### src/hw/rtl/pie_pkg.sv
// ----------------------------------------------------------------------------
// pie_pkg: shared types and constants for the postfix integer evaluator
// Symbol codes, error codes and the sequencer state type.
// ----------------------------------------------------------------------------
package pie_pkg;

	localparam int STACK_DEPTH_DEF = 32;
	localparam int WORD_BITS_DEF   = 32;

	localparam logic [7:0] SYM_PLUS  = 8'h2B;
	localparam logic [7:0] SYM_MINUS = 8'h2D;
	localparam logic [7:0] SYM_MUL   = 8'h2A;
	localparam logic [7:0] SYM_DIV   = 8'h2F;
	localparam logic [7:0] SYM_POW   = 8'h5E;
	localparam logic [7:0] SYM_ZERO  = 8'h30;
	localparam logic [7:0] SYM_NINE  = 8'h39;

	typedef enum logic [2:0] {
		ERR_OK        = 3'd0,
		ERR_UNDERFLOW = 3'd1,
		ERR_OVERFLOW  = 3'd2,
		ERR_DIV_ZERO  = 3'd3,
		ERR_VARIABLE  = 3'd4,
		ERR_UNKNOWN   = 3'd5
	} err_t;

	typedef enum logic [2:0] {
		ST_IDLE,
		ST_READ,
		ST_EXEC,
		ST_ITER,
		ST_FIX,
		ST_WB,
		ST_OUT
	} state_t;

	function automatic logic is_letter(input logic [7:0] c);
		return (c >= 8'h41 && c <= 8'h5A) || (c >= 8'h61 && c <= 8'h7A);
	endfunction

endpackage

### src/hw/rtl/postfix_integer_evaluator.sv
// ----------------------------------------------------------------------------
// postfix_integer_evaluator: stack machine for postfix integer expressions
// Operand stack in a synchronous RAM; iterative divider; one multiplier shared by * and ^.
// ----------------------------------------------------------------------------
// Usage:
//  Input channel (valid/ready) carries one ASCII symbol a beat plus a last
//  flag. Output channel (valid/ready) returns exactly one result beat per
//  input beat: the stack top, depth, error code and answer flag.
//  Digits push; + - * / ^ pop two operands and push the result.
//  / takes one quotient bit a cycle; for ^ the running product and the
//  squaring take turns on one multiplier over the significant exponent
//  bits; a digit, an error, + or - and ^ with a negative exponent skip
//  the iteration. One symbol is in flight at a time: in_ready returns
//  once the previous result beat has been taken, so no new symbol is
//  accepted before the last one is through. A stalled receiver holds the
//  block.
//  The stack RAM has one read port with a registered read; the two operands
//  are read in consecutive cycles.
//  Reset clears the stack pointer and the sequencer; RAM contents are not
//  cleared, entries above the pointer never reach a result.
//  A last symbol clears the stack after its result.
module postfix_integer_evaluator #(
	parameter int STACK_DEPTH = pie_pkg::STACK_DEPTH_DEF,
	parameter int WORD_BITS   = pie_pkg::WORD_BITS_DEF
) (
	input  logic                        clk,
	input  logic                        arst_n,
	input  logic                        in_valid,
	output logic                        in_ready,
	input  logic [7:0]                  symbol,
	input  logic                        last,
	output logic                        out_valid,
	input  logic                        out_ready,
	output logic signed [31:0]          top_value,
	output logic [5:0]                  stack_depth,
	output logic [2:0]                  error_code,
	output logic                        answer_ready
);
	import pie_pkg::*;

	localparam int PW = $clog2(STACK_DEPTH + 1);
	localparam int AW = (STACK_DEPTH > 1) ? $clog2(STACK_DEPTH) : 1;
	localparam int CW = $clog2(WORD_BITS + 1);
	localparam logic [PW-1:0] DEPTH_V = PW'(STACK_DEPTH);

	// stack RAM
	logic [WORD_BITS-1:0] mem [STACK_DEPTH];
	logic [WORD_BITS-1:0] rd_data;
	logic [AW-1:0]        rd_addr, wr_addr;
	logic                 wr_en;
	logic [WORD_BITS-1:0] wr_data;

	always_ff @(posedge clk) begin
		if (wr_en) mem[wr_addr] <= wr_data;
		rd_data <= mem[rd_addr];
	end

	state_t state_q, state_d;
	logic [PW-1:0] sp_q, sp_d;
	logic [7:0] sym_q;
	logic last_q;
	logic [WORD_BITS-1:0] rhs_q, acc_q, aux_q, res_q;
	logic [CW-1:0] cnt_q;
	logic [CW-1:0] cnt_init;
	logic neg_q, rd2_q;
	err_t err_q;
	logic [WORD_BITS-1:0] top_q;
	logic [PW-1:0] dep_q;
	logic rdy_q;

	// symbol decode
	logic is_dig, is_op;
	assign is_dig = sym_q >= SYM_ZERO && sym_q <= SYM_NINE;
	assign is_op  = sym_q == SYM_PLUS || sym_q == SYM_MINUS || sym_q == SYM_MUL
		|| sym_q == SYM_DIV || sym_q == SYM_POW;

	logic [WORD_BITS-1:0] ones;
	assign ones = '1;

	// divide step (restoring, unsigned magnitudes)
	logic [WORD_BITS:0] rem_sh, rem_sub;
	assign rem_sh  = {aux_q, acc_q[WORD_BITS-1]};
	assign rem_sub = rem_sh - {1'b0, rhs_q};

	// multiplier (one per cycle, result registered)
	logic [WORD_BITS-1:0] mul_a, mul_b, mul_p;
	assign mul_p = WORD_BITS'(mul_a * mul_b);

	// iteration count loaded in EXEC
	always_comb begin
		cnt_init = '0;
		if (err_q == ERR_OK && is_op) begin
			if (sym_q == SYM_MUL) cnt_init = CW'(1);
			else if (sym_q == SYM_DIV && rhs_q != '0) cnt_init = CW'(WORD_BITS);
			else if (sym_q == SYM_POW && !rhs_q[WORD_BITS-1]) cnt_init = CW'(WORD_BITS);
		end
	end

	always_comb begin
		state_d = state_q;
		unique case (state_q)
			ST_IDLE: if (in_valid) state_d = ST_READ;
			ST_READ: state_d = ST_EXEC;
			ST_EXEC: state_d = ST_ITER;
			ST_ITER: if (cnt_q == '0) state_d = ST_FIX;
			ST_FIX:  state_d = ST_WB;
			ST_WB:   state_d = ST_OUT;
			ST_OUT:  if (out_ready) state_d = ST_IDLE;
			default: state_d = ST_IDLE;
		endcase
	end

	assign in_ready  = state_q == ST_IDLE;
	assign out_valid = state_q == ST_OUT;
	assign top_value = 32'(signed'(top_q));
	assign stack_depth = 6'(dep_q);
	assign error_code  = err_q;
	assign answer_ready = rdy_q;

	// read address: rhs at sp-1 in IDLE-accept, lhs at sp-2 in READ,
	// old top at sp-1 (before update) in FIX, seen in WB
	logic [PW-1:0] sp_m1, sp_m2;
	assign sp_m1 = sp_q - PW'(1);
	assign sp_m2 = sp_q - PW'(2);
	logic [PW-1:0] acc_sp;
	assign acc_sp = (state_q == ST_IDLE) ? sp_m1 : (state_q == ST_READ) ? sp_m2 : sp_m1;
	assign rd_addr = AW'(acc_sp);

	always_ff @(posedge clk or negedge arst_n) begin
		if (!arst_n) state_q <= ST_IDLE;
		else         state_q <= state_d;
	end

	logic ok_op;
	assign ok_op = sp_q >= PW'(2) && sp_q <= DEPTH_V;

	always_ff @(posedge clk or negedge arst_n) begin
		if (!arst_n) sp_q <= '0;
		else         sp_q <= sp_d;
	end

	// write-back in FIX; the quotient takes its sign on the way in
	always_comb begin
		sp_d = sp_q;
		wr_en = 1'b0;
		wr_addr = AW'(sp_q);
		wr_data = res_q;
		if (state_q == ST_FIX && err_q == ERR_OK) begin
			if (is_dig) begin
				wr_en = 1'b1;
				wr_addr = AW'(sp_q);
				wr_data = WORD_BITS'(sym_q - SYM_ZERO);
				sp_d = sp_q + PW'(1);
			end else if (is_op) begin
				wr_en = 1'b1;
				wr_addr = AW'(sp_m2);
				if (sym_q == SYM_DIV) wr_data = neg_q ? -acc_q : acc_q;
				sp_d = sp_m1;
			end
		end
		if (state_q == ST_OUT && out_ready && last_q) sp_d = '0;
	end

	always_ff @(posedge clk or negedge arst_n) begin
		if (!arst_n) begin
			err_q <= ERR_OK;
			rdy_q <= 1'b0;
			sym_q <= '0;
			last_q <= 1'b0;
			rhs_q <= '0;
			acc_q <= '0;
			aux_q <= '0;
			res_q <= '0;
			cnt_q <= '0;
			neg_q <= 1'b0;
			rd2_q <= 1'b0;
			dep_q <= '0;
		end else begin
			unique case (state_q)
				ST_IDLE: if (in_valid) begin
					sym_q <= symbol;
					last_q <= last;
				end
				ST_READ: begin
					rhs_q <= rd_data;
					if (is_dig) err_q <= (sp_q >= DEPTH_V) ? ERR_OVERFLOW : ERR_OK;
					else if (is_op) err_q <= ok_op ? ERR_OK : ERR_UNDERFLOW;
					else if (is_letter(sym_q)) err_q <= ERR_VARIABLE;
					else err_q <= ERR_UNKNOWN;
				end
				ST_EXEC: begin
					cnt_q <= cnt_init;
					if (err_q == ERR_OK && is_op) begin
						unique case (sym_q)
							SYM_PLUS:  res_q <= rd_data + rhs_q;
							SYM_MINUS: res_q <= rd_data - rhs_q;
							SYM_MUL: begin
								acc_q <= rd_data;
								aux_q <= rhs_q;
							end
							SYM_DIV: begin
								if (rhs_q == '0) err_q <= ERR_DIV_ZERO;
								else begin
									neg_q <= rd_data[WORD_BITS-1] ^ rhs_q[WORD_BITS-1];
									acc_q <= rd_data[WORD_BITS-1] ? -rd_data : rd_data;
									rhs_q <= rhs_q[WORD_BITS-1] ? -rhs_q : rhs_q;
									aux_q <= '0;
								end
							end
							default: begin // power
								if (rhs_q[WORD_BITS-1]) begin
									if (rd_data == WORD_BITS'(1)) res_q <= WORD_BITS'(1);
									else if (rd_data == ones)
										res_q <= rhs_q[0] ? ones : WORD_BITS'(1);
									else res_q <= '0;
								end else begin
									res_q <= WORD_BITS'(1);
									acc_q <= rd_data;
								end
							end
						endcase
					end
				end
				ST_ITER: if (cnt_q != '0) begin
					if (sym_q == SYM_MUL) begin
						res_q <= mul_p;
						cnt_q <= cnt_q - CW'(1);
					end else if (sym_q == SYM_DIV) begin
						cnt_q <= cnt_q - CW'(1);
						if (!rem_sub[WORD_BITS]) begin
							aux_q <= rem_sub[WORD_BITS-1:0];
							acc_q <= {acc_q[WORD_BITS-2:0], 1'b1};
						end else begin
							aux_q <= rem_sh[WORD_BITS-1:0];
							acc_q <= {acc_q[WORD_BITS-2:0], 1'b0};
						end
					end else begin
						// power: alternate multiply-into-result, then square
						if (rhs_q == '0) begin
							cnt_q <= '0;
						end else if (rd2_q) begin
							acc_q <= mul_p;
							rhs_q <= rhs_q >> 1;
							rd2_q <= 1'b0;
							cnt_q <= cnt_q - CW'(1);
						end else begin
							if (rhs_q[0]) res_q <= mul_p;
							rd2_q <= 1'b1;
						end
					end
				end
				ST_FIX: ;
				ST_WB: ;
				ST_OUT: ;
				default: ;
			endcase
			if (state_q == ST_EXEC) rd2_q <= 1'b0;
			// final outputs: read after the write settles
			if (state_q == ST_WB) begin
				dep_q <= last_q ? '0 : sp_q;
				rdy_q <= last_q && sp_q != '0 && err_q == ERR_OK;
				if (last_q && sp_q == '0 && err_q == ERR_OK) err_q <= ERR_UNDERFLOW;
			end
		end
	end

	// the write lands at FIX; the RAM read issued in FIX still sees the old
	// entry, so the top seen in WB is taken from the written value
	logic [WORD_BITS-1:0] wb_top;
	// top data arrives in WB, after the write; forward written value
	logic wrote_q;
	logic [WORD_BITS-1:0] wdat_q;
	always_ff @(posedge clk) begin
		wrote_q <= wr_en;
		wdat_q  <= wr_data;
	end
	assign wb_top = wrote_q ? wdat_q : rd_data;
	always_ff @(posedge clk) begin
		if (state_q == ST_WB) top_q <= (sp_q == '0) ? '0 : wb_top;
	end

	// multiplier operand select
	always_comb begin
		if (sym_q == SYM_MUL) begin
			mul_a = acc_q;
			mul_b = aux_q;
		end else if (rd2_q) begin
			mul_a = acc_q;
			mul_b = acc_q;
		end else begin
			mul_a = res_q;
			mul_b = acc_q;
		end
	end

endmodule

### config.mk
export PLATFORM = sky130hd
export DESIGN_NAME = postfix_integer_evaluator
export DESIGN_NICKNAME = d
export VERILOG_FILES = /design/src/hw/rtl/pie_pkg.sv /design/src/hw/rtl/postfix_integer_evaluator.sv
export SDC_FILE = /design/constraint.sdc
export NUM_CORES = 2
export LEC_CHECK = 0
export CAP_MARGIN = 40
export CORE_MARGIN = 3
export CORE_UTILIZATION = 54
export CTS_CLUSTER_DIAMETER = 30
export DETAILED_ROUTE_END_ITERATION = 16
export DONT_BUFFER_PORTS = 1
export PLACE_DENSITY_LB_ADDON = 0.25
export SLEW_MARGIN = 25
export SYNTH_ARGS = -nofsm -noshare
export SYNTH_HDL_FRONTEND = slang
export SYNTH_SLANG_ARGS = --single-unit
### constraint.sdc
create_clock -name clk -period 19.8 [get_ports clk]
set_input_delay 0 -clock clk [delete_from_list [all_inputs] [get_ports clk]]
set_output_delay 0 -clock clk [all_outputs]
set_load 0.005 [all_outputs]
### Yosys cells after proc, flatten, opt, wreduce, memory -nomap -nowiden

Memories as Yosys holds them, arrays and structs flattened. A register that Yosys moved wholly into a read port is not among the register bits.
Cells that the tools add are included.

* memories: 1
* memory bits (writable): 1024
* output and inout port bits: 44
* word-level logic and storage cells: 228
* bits of input ports: 13
* latch bits: 0
* bits in read-only memories: 0
* bits in registers: 229

Memories
* mem: words 32, bits a word 32, rd ports 1, clocked after memory_dff 1, wr ports 1, line postfix_integer_evaluator.sv:47 `logic [WORD_BITS-1:0] mem [STACK_DEPTH];`

* divide/modulo/power cells: 0
* equal/unequal tests: 41
* reductions and logical operators: 46
* order comparisons: 9
* $add $sub $neg: 11
* multipliers: 1
* bitwise logic cells: 2
* shifts and indexed selects: 0
* multiplexer cells: 99

Operators with widths (count)
* 2-to-1 mux 32 bit: 44
* one-hot mux 32 bit (3 select lines): 3
* one-hot mux 32 bit (2 select lines): 4
* negation 32 bit: 3
* 2-to-1 mux 6 bit: 14
* subtractor 33 x 32 -> 33 bit: 1
* adder 32 bit: 1
* equality test 32 x 1 -> 1 bit, second input constant: 1
* equality test 32 bit, second input constant: 1
* equality test 8 x 6 -> 1 bit, second input constant: 4
* zero test 32 bit: 1
* multiplier 32 x 32 -> 32 bit: 1
* nonzero test 32 bit: 1
* subtractor 32 bit: 1
* 2-to-1 mux 3 bit: 10
* != test 2 bit, second input constant: 14
* 2-to-1 mux 5 bit: 5
* != test 3 bit, second input constant: 8
* one-hot mux 3 bit (7 select lines): 1
* AND reduction 9 bit: 2
* greater-or-equal comparator 8 x 7 -> 1 bit, second input constant: 2
* less-or-equal comparator 8 x 7 -> 1 bit, second input constant: 2
* 2-to-1 mux 1 bit: 15
* logical AND 1 bit: 14
* other kinds (36): 56

### Longest topological paths before layout

* word-level depth: 10
* gate-level depth with buffers: 37
* mapped depth without buffers: 32

### Least setup slack after synthesis

Ideal clock, no wire load.

* kind: register -> register
* start: register sym_q[4]
* end: register acc_q[31]
* required time: 19674 ps
* stages on the path, launching flop included: 37
* setup slack: 10709 ps
* library setup time: 126 ps
* arrival: 8965 ps
* period minus slack after synthesis: 9091 ps
* buffers on the path: 5
* path through: dfrtp_1 -> inv_1 -> ha_1 -> nor3b_4 -> a21oi_4 -> buf_6 -> buf_6 -> buf_2 -> buf_1 -> buf_1 -> mux2_2 -> nand2_1 -> fa_1 -> inv_1 -> fa_1 -> fa_1 -> inv_1 -> fa_1 -> inv_1 -> fa_1 -> inv_1 -> fa_1 -> inv_1 -> fa_1 -> fa_1 -> ha_1 -> or3_1 -> o22ai_1 -> o21bai_1 -> o2bb2ai_1 -> a41oi_1 -> a21oi_1 -> nand4_1 -> nand4b_1 -> xnor3_1 -> a21oi_1 -> a221o_1

* cells in the longest elaborated chain, start to end: 9
* elaborated cells between the ends (all ways): 30
* those cells by class: mul: 1; eq/ne: 12; mux: 10; reduce/logical: 7

RTL lines
* start: declaration: line postfix_integer_evaluator.sv:60 `logic [7:0] sym_q;`
* start signal: assignment: line postfix_integer_evaluator.sv:181 `sym_q <= symbol;`
* equality test 8 x 6 -> 1 bit
* 2-to-1 mux 32 bit: line postfix_integer_evaluator.sv:284 `if (sym_q == SYM_MUL) begin`
* multiplier 32 x 32 -> 32 bit: line postfix_integer_evaluator.sv:87 `assign mul_p = WORD_BITS'(mul_a * mul_b);`
* 2-to-1 mux 32 bit: line postfix_integer_evaluator.sv:241 `end else if (rd2_q) begin`
* 2-to-1 mux 32 bit: line postfix_integer_evaluator.sv:239 `if (rhs_q == '0) begin`
* 2-to-1 mux 32 bit: line postfix_integer_evaluator.sv:228 `end else if (sym_q == SYM_DIV) begin`
* 2-to-1 mux 32 bit: line postfix_integer_evaluator.sv:225 `if (sym_q == SYM_MUL) begin`
* 2-to-1 mux 32 bit: line postfix_integer_evaluator.sv:224 `ST_ITER: if (cnt_q != '0) begin`
* one-hot mux 32 bit (2 select lines): line postfix_integer_evaluator.sv:179 `unique case (state_q)`
* end signal: assignment: line postfix_integer_evaluator.sv:232 `acc_q <= {acc_q[WORD_BITS-2:0], 1'b1};`
* end signal: assignment: line postfix_integer_evaluator.sv:235 `acc_q <= {acc_q[WORD_BITS-2:0], 1'b0};`
* end signal: assignment: line postfix_integer_evaluator.sv:242 `acc_q <= mul_p;`
* end: declaration: line postfix_integer_evaluator.sv:62 `logic [WORD_BITS-1:0] rhs_q, acc_q, aux_q, res_q;`

Several ways; a longest one is shown, not always the timed one. The select of a mux whose other input is x is not followed.
A chain may end at the register's enable or synchronous reset.

### Final worst setup path

Same ends and word-level chain as after synthesis.

==> key figures <==
STA
  – Final min period: 10.59 ns
  – FMAX: 94.39 MHz
  – Final setup viols: 0
  – Crit share post-route: 53.51%
  – Fin Setup TNS: 0 ns
  – Max-slew violations: 0
  – RSZ-0062 raised after global routing: false
  – Hold Vio Cnt, Final: 0
  – Worst slew pin tran: 1.046 ns
  – Relative slew slack: 30.27%
  – Worst Skew: 0.07155 ns

Logic synthesis
  – Post-Syn Instances: 5803
  – Largest family of logic cells by synthesized area: adder cells
  – Post-synth EDFFs: 1056
  – Post-Syn Area: 73840 sq um
  – Library cells used by synthesis: 101
  – Syn nets: 6431
  – Post-Synth XOR/XNOR Area: 2.813%
  – Synth Area in Compound Gates: 7.378%
  – Post-synthesis adder-cell area fraction: 14.59%
  – Sequential cell area fraction in the yosys report: 50.27%
  – Asr flop ratio synth: 12.76%
  – Mux share of post-synthesis cell area: 12.12%
  – Most frequently used flop master after synthesis: edfxtp_1
  – Post-synthesis simple-gate area fraction: 8.622%
  – Mean Syn Cell Area: 12.72 sq um
  – Synthesis Warnings: 0
  – Synth Register Bits: 1285

Layout
  – Fill cell count: 9970
  – Fraction of layout cells with a size suffix above 1: 17.40%
  – Most frequent cells in the layout: 1056 x edfxtp_1, 584 x nor2_1, 516 x nand2_1, 457 x inv_1, 410 x fa_1
  – Area grow syn2layout: 14.71%
  – Most common cell after layout, fill and taps aside: edfxtp_1
  – Final #Nets: 6515

Floorplanning
  – # rows: 135
  – # IOs: 57
  – Die W: 375.8 microns
  – Core area: 135600 sq um
  – Die H: 375.8 microns
  – Initial Utilization: 54.44%
  – DIE AREA: 141200 sq um

Clock network
  – Hold_buf cts: 26
  – # Post-CTS Setup Buffers: 0
  – Root buf cell: clkbuf_16
  – CTS tree: done
  – H-tree Lvls: 4
  – Clock-pin transition on the worst setup and hold timing paths: 0.05 ns
  – Deepest clock path buffer count: 3
  – Clk sinks: 1285
  – Clk Latency, worst-skew pair: 0.84 ns
  – Post_cts resized: 0
  – Total CTS buffers: 212

Critical path
  – CP max stage cell: mux2i_2
  – Critical Path RT: 20.45 ns
  – Most frequent CP cell: fa_1
  – Critical Path Start: sym_q[4]$_DFFE_PN0P_
  – R2R cell count: 31
  – Crit path buffers/inverters: 6
  – CP delay by family, top: adder cells
  – Worst R2R Start: sym_q[4]$_DFFE_PN0P_
  – Worst setup SP type: flop
  – CP max FO: 42
  – Setup crit end kind: flop
  – RR Endpoint: acc_q[31]$_DFFE_PN0P_
  – Max stage delay on crit path: 0.79 ns
  – CP arrival: 11.25 ns
  – Critical path class: reg2reg
  – Reg2Reg Setup Slack: 9.21 ns

Run
  – MaxCap Viol Count: 0

Global route
  – Vias in the first global route: 50290
  – All-layer global routing usage: 32.12%
  – Pin count of the biggest net entering global routing: 165
  – First-pass GRT wire length: 332100 microns
  – GR Overflow Total: 0
  – Antenna violations before repair: 6

Outcome
  – Status: finished, final reports clean

Route
  – Via density: 6.395
  – DRT iter0 DRCs: 6479
  – Via count: 50220
  – DRC: 0
  – Post-Route WL: 224400 microns
  – Wirelength per Cell: 28.58 microns
  – Detail Route Antenna Nets: 0
  – Detailed Routing Iterations Pass 1: 7

Worst hold path
  – HP Class: in2async

Placed design
  – Port Buf Inserts: 0
  – DP HPWL: 143200 microns
  – Gpl congestion: 0.9577
==> flip-flops by register name (all words and copies together), names as in the netlist, 3 cells and up <==
register / cells
state_q: 3
stack_depth: 6
cnt_q: 6
rd_data: 32
res_q: 32
rhs_q: 32
sym_q: 8
mem: 1024
top_value: 32
acc_q: 32
wdat_q: 32
sp_q: 6
aux_q: 32
error_code: 3
==> cells in the mapped netlist (157+ instances only) <==
| master | instances | area [sq um] |
|---|---|---|
| edfxtp_1 | 1056 | 31710 |
| nor2_1 | 620 | 2327 |
| nand2_1 | 516 | 1937 |
| inv_1 | 457 | 1715 |
| fa_1 | 410 | 8208 |
| mux4_2 | 256 | 5766 |
| clkbuf_1 | 226 | 848.3 |
| o21ai_0 | 213 | 1066 |
| a21oi_1 | 205 | 1026 |
| ha_1 | 205 | 2565 |
| dfrtp_1 | 164 | 4104 |
| mux2i_1 | 161 | 1612 |
| xnor2_1 | 157 | 1375 |
==> stage by stage <==
step                      setup WS, ns  utilization (%)  cell area [sq um]  hold WS (ns)  std cells
after floorplan                  10.71                -              73840       -0.2956       5803
after global placement           9.424            56.23              76260       -0.2440       7396
after detailed placement         9.333            56.50              76630       -0.2449       7421
after CTS                        9.289            62.36              84580       0.02786       7842
after global routing             8.776            62.44              84690       0.04882       7849
final                            9.206            62.45              84700       0.06053       7853
==> cell type report <==
type | instances | area [sq um] | share of cell area [%]
clock inverters | 164 | 2216 | 2.616
clock buffers | 231 | 5459 | 6.445
well taps | 1781 | 2228 | 2.631
multi-input cells | 3728 | 34100 | 40.26
diodes | 4 | 10.01 | 0.01182
repair buffers | 201 | 1849 | 2.183
inverters | 459 | 1723 | 2.034
flip-flops and latches | 1285 | 37120 | 43.82
==> how the worst max path moves through the flow <==
stage,to,slack [ns],cells after the start
global placement,acc_q[31]$_DFFE_PN0P_,9.42,31
finish,acc_q[31]$_DFFE_PN0P_,9.21,31
floorplan,acc_q[31]$_DFFE_PN0P_,10.71,36
global route,acc_q[31]$_DFFE_PN0P_,8.78,31
detailed placement,acc_q[31]$_DFFE_PN0P_,9.33,31
CTS,acc_q[31]$_DFFE_PN0P_,9.29,31
==> metal layers <==
metal	vias up	track usage, %	routed length (microns)
li1	20980	-	-
met3	573	8.454	28200
met4	6	14.17	10880
met2	3238	46.88	97980
met1	25430	45.64	87320
met5	-	0	30
==> cells by family (layout without fill, tap and decap cells) <==
kind of cell | count (synthesis) | in the layout
fa+ha+maj | 615 | 615
mux | 555 | 555
buf+inv | 790 | 1055
xor+xnor | 234 | 234
compound gates | 855 | 855
other cells | 0 | 4
flops | 1285 | 1285
simple gates | 1469 | 1469
Power is not shown: default switching activity piles up to over one toggle a cycle in this logic, so the estimate is an artifact.
